**config.mk**
```make
export PLATFORM = sky130hd
export DESIGN_NAME = directional_anchor_stepper
export DESIGN_NICKNAME = d
export VERILOG_FILES = /design/src/design/das_pkg.sv /design/src/design/das_cost.sv /design/src/design/directional_anchor_stepper.sv
export SDC_FILE = /design/constraint.sdc
export NUM_CORES = 2
export LEC_CHECK = 0
export BUFFER_PORTS_ARGS = -buffer_cell sky130_fd_sc_hd__buf_2
export CORE_ASPECT_RATIO = 0.9
export CORE_MARGIN = 3
export CORE_UTILIZATION = 48
export CTS_BUF_LIST = sky130_fd_sc_hd__clkbuf_8
export CTS_CLUSTER_DIAMETER = 100
export CTS_CLUSTER_SIZE = 24
export DETAILED_ROUTE_END_ITERATION = 10
export MAX_ROUTING_LAYER = met4
export SLEW_MARGIN = 25
export SYNTH_ARGS = -nofsm -noshare
export SYNTH_HDL_FRONTEND = slang
export SYNTH_SLANG_ARGS = --single-unit
```
**constraint.sdc**
```tcl
create_clock -name clk -period 12.75 [get_ports clk]
set_clock_uncertainty 0.05 [all_clocks]
set_input_delay 2.55 -clock clk [delete_from_list [all_inputs] [get_ports clk]]
set_output_delay 2.55 -clock clk [all_outputs]
set_load 0.01 [all_outputs]
```
**src/design/das_pkg.sv**
```systemverilog
// Shared types and constants for the directional anchor stepper.
// No dependencies; imported by every module of the block.
package das_pkg;

    localparam int MAX_ENTRIES  = 64;
    localparam int IDX_W        = $clog2(MAX_ENTRIES);
    localparam int LIVE_W       = $clog2(MAX_ENTRIES + 1);
    localparam int COUNT_W      = 7;
    localparam int COORD_W      = 12;
    localparam int DIFF_W       = COORD_W + 1;
    localparam int COST_W       = COORD_W + 2;
    localparam int CROSS_WEIGHT = 3;
    localparam int IN_DATA_W    = 40;
    localparam int OUT_DATA_W   = 8;
    localparam int DIR_W        = 3;

    localparam logic [DIR_W-1:0] DIR_NONE = 3'd4;

    typedef enum logic [1:0] {
        REQ_LOAD   = 2'd0,
        REQ_SELECT = 2'd1,
        REQ_STEP   = 2'd2
    } das_req_type_t;

    typedef enum logic [1:0] {
        DIR_LEFT  = 2'd0,
        DIR_RIGHT = 2'd1,
        DIR_UP    = 2'd2,
        DIR_DOWN  = 2'd3
    } das_dir_t;

    typedef enum logic {
        REG_ENTRY_COUNT = 1'b0,
        REG_PREVIEW     = 1'b1
    } das_reg_t;

    typedef enum logic [2:0] {
        ST_IDLE,
        ST_SEL_CHK,
        ST_CUR_LATCH,
        ST_SCAN,
        ST_FINISH
    } das_state_t;

    typedef struct packed {
        logic [IN_DATA_W-35:0] pad;
        logic [DIR_W-1:0]      direction;
        logic                  entry_playable;
        logic [COORD_W-1:0]    anchor_y;
        logic [COORD_W-1:0]    anchor_x;
        logic [5:0]            entry_index;
    } das_req_t;

    typedef struct packed {
        logic [5:0] selected_entry;
        logic       selection_valid;
        logic       moved;
    } das_result_t;

    typedef struct packed {
        logic               playable;
        logic [COORD_W-1:0] y;
        logic [COORD_W-1:0] x;
    } das_entry_t;

    typedef struct packed {
        logic              ahead;
        logic [COST_W-1:0] cost;
    } das_cost_t;

endpackage

```
**src/design/das_cost.sv**
```systemverilog
// Shared cost unit: forward test and along plus weighted cross distance.
// Depends on das_pkg.
module das_cost
    import das_pkg::*;
(
    input  das_dir_t           dir,
    input  logic [COORD_W-1:0] from_x,
    input  logic [COORD_W-1:0] from_y,
    input  logic [COORD_W-1:0] to_x,
    input  logic [COORD_W-1:0] to_y,
    output das_cost_t          result
);

    logic signed [DIFF_W-1:0] diff_x;
    logic signed [DIFF_W-1:0] diff_y;
    logic signed [DIFF_W-1:0] along;
    logic signed [DIFF_W-1:0] across;
    logic [COORD_W-1:0]       across_abs;

    assign diff_x = signed'({1'b0, to_x}) - signed'({1'b0, from_x});
    assign diff_y = signed'({1'b0, to_y}) - signed'({1'b0, from_y});

    always_comb
    begin
        unique case (dir)
            DIR_LEFT:
            begin
                along  = -diff_x;
                across = diff_y;
            end
            DIR_RIGHT:
            begin
                along  = diff_x;
                across = diff_y;
            end
            DIR_UP:
            begin
                along  = -diff_y;
                across = diff_x;
            end
            DIR_DOWN:
            begin
                along  = diff_y;
                across = diff_x;
            end
        endcase
    end

    always_comb
    begin
        if (across[DIFF_W-1])
            across_abs = COORD_W'(-across);
        else
            across_abs = across[COORD_W-1:0];
    end

    // strictly ahead: along distance positive
    assign result.ahead = !along[DIFF_W-1] && (along != '0);
    assign result.cost  = COST_W'(along[COORD_W-1:0])
                        + COST_W'(across_abs) * COST_W'(CROSS_WEIGHT);

endmodule

```
**src/design/directional_anchor_stepper.sv**
```systemverilog
// Directional anchor stepper, top level.
// Load, reserved request, refused step, out-of-range select: straight to ST_FINISH.
// Other select: ST_SEL_CHK. Step: ST_CUR_LATCH if a selection is held, then ST_SCAN,
// one table read per cycle through the single memory port into the shared cost unit.
// One item in flight; the next is taken once the result sits in the output register.
// Reset clears selection, registers and handshake state; the table is not cleared.
module directional_anchor_stepper
    import das_pkg::*;
(
    input  logic                  clk,
    input  logic                  rst_n,
    input  logic                  cfg_we,
    input  logic                  cfg_index,
    input  logic [COUNT_W-1:0]    cfg_data,
    input  logic                  s_tvalid,
    output logic                  s_tready,
    // [5:0] entry_index, [17:6] anchor_x, [29:18] anchor_y,
    // [30] entry_playable, [33:31] direction, [39:34] zero
    input  logic [IN_DATA_W-1:0]  s_tdata,
    // [1:0] req_type
    input  logic [1:0]            s_tuser,
    output logic                  m_tvalid,
    input  logic                  m_tready,
    // [0] moved, [1] selection_valid, [7:2] selected_entry
    output logic [OUT_DATA_W-1:0] m_tdata
);

    das_state_t          state_reg, state_next;
    logic [COUNT_W-1:0]  entry_count_reg;
    logic                preview_reg;
    logic                has_sel_reg, has_sel_next;
    logic [IDX_W-1:0]    sel_idx_reg, sel_idx_next;
    logic                out_valid_reg, out_valid_next;
    logic                eval_valid_reg, eval_valid_next;
    logic                best_valid_reg, best_valid_next;

    das_result_t         out_data_reg, out_data_next;
    logic [IDX_W-1:0]    req_idx_reg, req_idx_next;
    das_dir_t            dir_reg, dir_next;
    logic                first_mode_reg, first_mode_next;
    logic [COORD_W-1:0]  fx_reg, fx_next;
    logic [COORD_W-1:0]  fy_reg, fy_next;
    logic [LIVE_W-1:0]   issue_cnt_reg, issue_cnt_next;
    logic [IDX_W-1:0]    eval_idx_reg, eval_idx_next;
    logic [IDX_W-1:0]    best_idx_reg, best_idx_next;
    logic [COST_W-1:0]   best_cost_reg, best_cost_next;
    logic                moved_reg, moved_next;

    das_entry_t          mem [MAX_ENTRIES];
    das_entry_t          rdata_reg;
    logic                mem_we;
    logic [IDX_W-1:0]    rd_addr;

    das_req_t            req;
    das_req_type_t       req_type;
    logic                in_xfer;
    logic [LIVE_W-1:0]   live_n;
    das_cost_t           cost;
    logic                cand;

    assign req      = das_req_t'(s_tdata);
    assign req_type = das_req_type_t'(s_tuser);
    assign s_tready = (state_reg == ST_IDLE);
    assign in_xfer  = s_tvalid && s_tready;
    assign m_tvalid = out_valid_reg;
    assign m_tdata  = out_data_reg;

    // counts above the table size act as the table size
    assign live_n = (entry_count_reg > COUNT_W'(MAX_ENTRIES))
                  ? LIVE_W'(MAX_ENTRIES) : LIVE_W'(entry_count_reg);

    das_cost u_cost (
        .dir    (dir_reg),
        .from_x (fx_reg),
        .from_y (fy_reg),
        .to_x   (rdata_reg.x),
        .to_y   (rdata_reg.y),
        .result (cost)
    );

    always_ff @(posedge clk)
    begin
        if (mem_we)
            mem[req.entry_index[IDX_W-1:0]] <= '{playable: req.entry_playable,
                                                 y: req.anchor_y,
                                                 x: req.anchor_x};
        rdata_reg <= mem[rd_addr];
    end

    always_ff @(posedge clk or negedge rst_n)
    begin
        if (!rst_n)
        begin
            entry_count_reg <= '0;
            preview_reg     <= 1'b0;
        end
        else if (cfg_we)
        begin
            unique case (das_reg_t'(cfg_index))
                REG_ENTRY_COUNT: entry_count_reg <= cfg_data;
                REG_PREVIEW:     preview_reg     <= cfg_data[0];
            endcase
        end
    end

    always_ff @(posedge clk or negedge rst_n)
    begin
        if (!rst_n)
        begin
            state_reg      <= ST_IDLE;
            has_sel_reg    <= 1'b0;
            sel_idx_reg    <= '0;
            out_valid_reg  <= 1'b0;
            eval_valid_reg <= 1'b0;
            best_valid_reg <= 1'b0;
        end
        else
        begin
            state_reg      <= state_next;
            has_sel_reg    <= has_sel_next;
            sel_idx_reg    <= sel_idx_next;
            out_valid_reg  <= out_valid_next;
            eval_valid_reg <= eval_valid_next;
            best_valid_reg <= best_valid_next;
        end
    end

    always_ff @(posedge clk)
    begin
        out_data_reg   <= out_data_next;
        req_idx_reg    <= req_idx_next;
        dir_reg        <= dir_next;
        first_mode_reg <= first_mode_next;
        fx_reg         <= fx_next;
        fy_reg         <= fy_next;
        issue_cnt_reg  <= issue_cnt_next;
        eval_idx_reg   <= eval_idx_next;
        best_idx_reg   <= best_idx_next;
        best_cost_reg  <= best_cost_next;
        moved_reg      <= moved_next;
    end

    // candidate held in rdata_reg this cycle
    assign cand = rdata_reg.playable
               && (first_mode_reg || ((eval_idx_reg != sel_idx_reg) && cost.ahead));

    always_comb
    begin
        state_next      = state_reg;
        has_sel_next    = has_sel_reg;
        sel_idx_next    = sel_idx_reg;
        out_valid_next  = out_valid_reg && !m_tready;
        out_data_next   = out_data_reg;
        eval_valid_next = eval_valid_reg;
        best_valid_next = best_valid_reg;
        req_idx_next    = req_idx_reg;
        dir_next        = dir_reg;
        first_mode_next = first_mode_reg;
        fx_next         = fx_reg;
        fy_next         = fy_reg;
        issue_cnt_next  = issue_cnt_reg;
        eval_idx_next   = eval_idx_reg;
        best_idx_next   = best_idx_reg;
        best_cost_next  = best_cost_reg;
        moved_next      = moved_reg;
        mem_we          = 1'b0;
        rd_addr         = issue_cnt_reg[IDX_W-1:0];

        unique case (state_reg)
            ST_IDLE:
            begin
                if (in_xfer)
                begin
                    moved_next = 1'b0;
                    state_next = ST_FINISH;
                    case (req_type)
                        REQ_LOAD:
                        begin
                            mem_we = 1'b1;
                        end
                        REQ_SELECT:
                        begin
                            if (LIVE_W'(req.entry_index) < live_n)
                            begin
                                rd_addr      = req.entry_index[IDX_W-1:0];
                                req_idx_next = req.entry_index[IDX_W-1:0];
                                state_next   = ST_SEL_CHK;
                            end
                            else
                            begin
                                has_sel_next = 1'b0;
                                sel_idx_next = '0;
                            end
                        end
                        REQ_STEP:
                        begin
                            dir_next        = das_dir_t'(req.direction[1:0]);
                            issue_cnt_next  = '0;
                            eval_valid_next = 1'b0;
                            best_valid_next = 1'b0;
                            if (preview_reg || (req.direction >= DIR_NONE)
                                || (live_n == '0))
                                state_next = ST_FINISH;
                            else if (!has_sel_reg)
                            begin
                                first_mode_next = 1'b1;
                                state_next      = ST_SCAN;
                            end
                            else
                            begin
                                // fetch the current anchor first
                                rd_addr         = sel_idx_reg;
                                first_mode_next = 1'b0;
                                state_next      = ST_CUR_LATCH;
                            end
                        end
                        default:
                        begin
                            state_next = ST_FINISH;
                        end
                    endcase
                end
            end
            ST_SEL_CHK:
            begin
                if (rdata_reg.playable)
                begin
                    has_sel_next = 1'b1;
                    sel_idx_next = req_idx_reg;
                end
                state_next = ST_FINISH;
            end
            ST_CUR_LATCH:
            begin
                fx_next    = rdata_reg.x;
                fy_next    = rdata_reg.y;
                state_next = ST_SCAN;
            end
            ST_SCAN:
            begin
                // issue one read and judge the previous one each cycle
                if (issue_cnt_reg < live_n)
                begin
                    eval_valid_next = 1'b1;
                    eval_idx_next   = issue_cnt_reg[IDX_W-1:0];
                    issue_cnt_next  = issue_cnt_reg + LIVE_W'(1);
                end
                else
                    eval_valid_next = 1'b0;

                if (eval_valid_reg && cand
                    && (!best_valid_reg || (!first_mode_reg && (cost.cost < best_cost_reg))))
                begin
                    best_valid_next = 1'b1;
                    best_idx_next   = eval_idx_reg;
                    best_cost_next  = cost.cost;
                end

                if ((issue_cnt_reg == live_n) && !eval_valid_reg)
                begin
                    if (best_valid_reg)
                    begin
                        has_sel_next = 1'b1;
                        sel_idx_next = best_idx_reg;
                        moved_next   = 1'b1;
                    end
                    state_next = ST_FINISH;
                end
            end
            ST_FINISH:
            begin
                // hold until the output register is free
                if (!out_valid_reg || m_tready)
                begin
                    out_valid_next                = 1'b1;
                    out_data_next.moved           = moved_reg;
                    out_data_next.selection_valid = has_sel_reg;
                    out_data_next.selected_entry  = has_sel_reg
                                                  ? 6'(sel_idx_reg) : 6'd0;
                    state_next                    = ST_IDLE;
                end
            end
        endcase
    end

endmodule

```
Word-level counts from Yosys, hierarchy flattened. Memories as Yosys holds them, arrays and structs flattened. A register that Yosys moved wholly into a read port is not among the register bits. Cells that the tools add are included.

Equal/unequal tests: 21. Order comparisons: 5. Muxes and demuxes: 52. Add/sub/neg operators: 7. Multiply operators: 1. Reduce and logical (&&, ||, !) cells: 43. Bitwise operators: 2.

Operators by type and width (count): $mux W6 (11); $pmux W13 S4 (1); $mux W7 (4); $neg A13 Y13 (2); $pmux W13 S2 (1); $sub A12 B12 Y13 (2); $mux W1 (20); $reduce_and A4 Y1 (5); $pmux W6 S3 (1); $mux W3 (5); $pmux W3 S5 (1); $add A12 B14 Y14 (1); $lt A14 B14 Y1 (1); $mul A12 B2 Y14 const B (1); $ne A2 B2 Y1 const B (7); $pmux W7 S2 (1); $reduce_bool A13 Y1 (1); $mux W12 (1); $neg A12 Y12 (1); $pmux W6 S2 (1); $reduce_and A2 Y1 (5); $logic_and A1 B1 Y1 (9); $reduce_and A3 Y1 (3); $add A7 B1 Y7 const B (1); other kinds (25) (45).

Memories: 1. Flip-flop bits (word level): 96. Output and inout bits: 10. Memory bits (writable): 1600. Logic and storage cells: 153.

Memory list: mem (words 64, bits a word 25, read ports 1, clocked after memory_dff 1, wr ports 1, RTL line directional_anchor_stepper.sv:49) `das_entry_t mem [MAX_ENTRIES];`.

Logic depth before layout (Yosys ltp).
Depth after elaboration: 13. Depth in mapped cells: 35. Depth with buffers taken out: 35.

Hierarchy. A second synthesis with hierarchy kept.

Cell total of the unflattened synthesis: 4316. Area, all modules: 70481.3 µm².

Modules (own cells, without submodules): directional_anchor_stepper (sequential area each 51324.2 µm², area each 67015.5 µm², cells an instance 3838, instances 1); das_cost (sequential area each 0.0 µm², area each 3465.8 µm², cells an instance 478, instances 1).

Least setup slack after synthesis. OpenSTA, ideal clock, no wires.

Path kind: register -> register. Start: reg fy_reg[0]. End: reg best_cost_reg[0], enable pin. Cell stages (with the launch flop): 32. Data arrival time: 7531 ps. Path slack: 4763 ps. Path through: edfxtp_1 > ha_1 > fa_1 > nor2b_1 > o31a_1 > nor2_1 > o21ai_0 > a21o_1 > a21oi_1 > mux2_2 > o21ai_0 > fa_1 > ha_1 > fa_1 > a21o_1 > a21oi_1 > o21bai_1 > a21oi_1 > nor2b_1 > o21a_1 > o21ai_0 > nand2b_1 > a21oi_1 > o21ai_0 > ha_1 > and3_1 > a2111o_1 > a21oi_1 > o31ai_1 > a41oi_1 > nand2_1 > a22oi_1.

RTL lines: start: declaration (RTL line directional_anchor_stepper.sv:42) `logic [COORD_W-1:0] fy_reg, fy_next;`; start signal: assignment (RTL line directional_anchor_stepper.sv:135) `fy_reg <= fy_next;`; end signal: assignment (RTL line directional_anchor_stepper.sv:139) `best_cost_reg <= best_cost_next;`; end: declaration (RTL line directional_anchor_stepper.sv:46) `logic [COST_W-1:0] best_cost_reg, best_cost_next;`.

==> flow_metrics.env <==
export IMPL_synth_edf_count=1675
export IMPL_port_buffers=58
export IMPL_grt_pass1_wl_mm=264
export IMPL_ios=65
export IMPL_ys_top_cells_by_area="edfxtp_1, mux2i_1, nand2_1"
export IMPL_cp_max_fo=20
export IMPL_grt_pass1_vias=37600
export IMPL_largest_reg_flops=1600
export IMPL_final_antenna_net_count=0
export IMPL_met2_usage_pct=39.0
export IMPL_antenna_found_initial=25
export IMPL_powerDensity_nw_per_um2=194
export IMPL_cpPeakStageDelay_ns=0.50
export IMPL_cp_start_kind="flop"
export IMPL_cts_num_sinks=1721
export IMPL_synth_xor_area_share_pct=0.650
export IMPL_vias=40000
export IMPL_grt_busiest_layer="met2"
export IMPL_grt_use_met3_pct=3.18
export IMPL_clk_latency_ns=0.89
export IMPL_rows=132
export IMPL_viasPerCell=6.00
export IMPL_fin_cells=6674
export IMPL_met1_usage_pct=34.5
export IMPL_slew_headroom_pct=24.1
export IMPL_hpwl_mm=104
export IMPL_whs_ns=0.406
export IMPL_die_area_um2=151000
export IMPL_ys_flop_type="edfxtp_1"
export IMPL_nNetsFinal=4820
export IMPL_grt_setup_unrepaired="false"
export IMPL_die_h_um=368
export IMPL_wire_per_inst_um=27.6
export IMPL_numCtsBuffers=83
export IMPL_synth_mux_area_fraction_pct=7.17
export IMPL_dr_first_iter_drc_count=5036
export IMPL_ys_warn_count=0
export IMPL_path_buf_inv=1
export IMPL_synthCells=4645
export IMPL_total_leakage_power_nw=24.7
export IMPL_cts_clk_slew_worst_paths_ns=0.14
export IMPL_rrSetupSlack_ns=4.53
export IMPL_vdd_ir_drop_max_v=0.000517
export IMPL_synth_top_family_by_area="compound AO/OA/AOI/OAI gates"
export IMPL_status="completed"
export IMPL_hold_path_startpoint="rdata_reg[7]$_DFF_P_"
export IMPL_synthAdderAreaFrac_pct=1.63
export IMPL_holdBufCountCts=0
export IMPL_cts_resized=0
export IMPL_yosys_area_share_simple_pct=7.29
export IMPL_syn_num_nets=4783
export IMPL_firstDrtPassIters=8
export IMPL_final_min_clock_period_ns=8.22
export IMPL_core_um2=144000
export IMPL_drc=0
export IMPL_cts_root_buf="clkbuf_8"
export IMPL_async_flop_share_pct=1.22
export IMPL_track_usage_pct=24.8
export IMPL_tightestPinTransition_ns=1.13
export IMPL_worstHoldPathType="reg -> reg"
export IMPL_cpLargestDelayFamily="compound AO/OA/AOI/OAI gates"
export IMPL_cts_max_path_buffers=3
export IMPL_grt_max_degree=151
export IMPL_finalPower_mw=14.5
export IMPL_nFillCells=12000
export IMPL_cts_tree="yes"
export IMPL_post_cts_setup_buffers=0
export IMPL_dpl_cell_count=6539
export IMPL_finalCritPeriodShare_pct=64.5
export IMPL_avgSynthCellArea_um2=15.1
export IMPL_globalRoute_totalOverflow=0
export IMPL_layout_drive_gt1_share_pct=9.90
export IMPL_hold_viol=0
export IMPL_fmax_ghz=0.122
export IMPL_netlist_area_um2=70000
export IMPL_ys_seq_elements=1721
export IMPL_synth_compound_area_share_pct=7.83
export IMPL_area_growth_pct=6.22
export IMPL_setup_violations=0
export IMPL_cp_startpoint="fx_reg[0]$_DFFE_PP_"
export IMPL_die_width_um=409
export IMPL_critical_path_class="reg -> reg"
export IMPL_yosysUniqueCellTypes=87
export IMPL_crit_path_end_kind="flop"
export IMPL_routed_wl_mm=184
export IMPL_final_max_slew_viol_count=0
export IMPL_seq_area_frac_synth_pct=73.3
export IMPL_place_congestion=0.856
export IMPL_cp_slowest_cell="fa_1"
export IMPL_finalSetupTns_ns=0
export IMPL_r2r_start="fx_reg[0]$_DFFE_PP_"
export IMPL_required_ns=13.25
export IMPL_start_util_pct=48.5
export IMPL_synth_top_area_share_pct=71.8
export IMPL_cp_arrival_ns=8.72
export IMPL_cts_max_level=3
export IMPL_cap_violations=0
export IMPL_synth_area_leader_cell="edfxtp_1"
export IMPL_critPathMostFrequentCell="a21oi_1"
==> final cells by class <==
type	count	area [um^2]	area share, %
tap	1943	2430	3.27
clock buffer	84	1160	1.55
sequential	1721	51300	69.0
clock inverter	36	203	0.272
antenna	14	35.0	0.0471
multi-input combinational	2593	17500	23.5
timing repair buffer	195	1400	1.88
inverter	88	330	0.444
==> cell usage in the layout (no fill, tap or decap), drive strengths merged, types with 31 or more instances in the layout <==
cell	instances
nand2	551
edfxtp	1675
clkbuf	84
nand4	32
nand3	127
a21oi	212
nor2	198
o21ai	129
o22ai	250
xnor2	31
a211oi	32
buf	195
mux2i	442
ha	69
inv	121
a31oi	61
nor3	71
mux2	41
==> cell families (layout without fill, tap and decap cells) <==
kind of cell,count (synthesis),count (layout)
simple gates,1123,1123
fa+ha+maj,83,83
mux,489,489
xor+xnor,52,52
other cells,0,14
flops,1721,1721
compound gates,846,846
buf+inv,331,403
==> synth_stat cells, types with 31 or more instances <==
master	instances
buf_1	35
o22ai_1	250
mux2_2	40
xnor2_1	31
mux2i_1	442
nand3_1	122
inv_1	88
a31oi_1	60
ha_1	69
nor3_1	69
buf_2	68
nand4_1	32
clkbuf_1	99
nor2_1	198
buf_4	36
edfxtp_1	1675
a21oi_1	212
o21ai_0	127
nand2_1	549
==> where the power goes <==
| part | internal [mW] | leakage [nW] | switching, mW |
|---|---|---|---|
| logic | 2.20 | 8.41 | 3.40 |
| clock network | 0.630 | 0.786 | 1.65 |
| registers | 6.49 | 15.5 | 0.0842 |
==> stage by stage <==
step	setup WS, ns	utilization [%]	cell area (um^2)
2_1_floorplan	4.76	-	70000
3_3_place_gp	4.37	50.5	73000
3_5_place_dp	4.28	50.5	73000
4_1_cts	4.49	51.5	74300
5_1_grt	3.86	51.5	74400
6_report	4.53	51.5	74400
==> layer usage <==
metal | vias to the layer above | wire length [um]
met2 | 1532 | 88200
met3 | 215 | 13500
li1 | 17900 | -
met4 | 0 | 4780
met5 | - | 0
met1 | 20300 | 77900
==> worst register-to-register path: cells and delay by family (launching register included) <==
family | cells | cell delay [ns]
adder cells (fa/ha/maj) | 6 | 2.17
AO/OA/AOI/OAI | 18 | 3.81
multiplexers | 1 | 0.36
flip-flops | 1 | 0.40
AND/OR/NAND/NOR | 6 | 0.79
buffers and inverters | 1 | 0.31
==> path summary, 6_finish.rpt <==
path                                         endpoint  depth (start not counted)
setup / recovery           best_cost_reg[5]$_DFFE_PP_                         32
hold / removal                    fx_reg[7]$_DFFE_PP_                          0
setup reg to reg           best_cost_reg[5]$_DFFE_PP_                         32
hold reg to reg                   fx_reg[7]$_DFFE_PP_                          0
max in group asynchronous    state_reg[0]$_DFFE_PN0P_                          1
min in group asynchronous          m_tvalid$_DFF_PN0_                          1
Power figures use the tool's default switching activity.
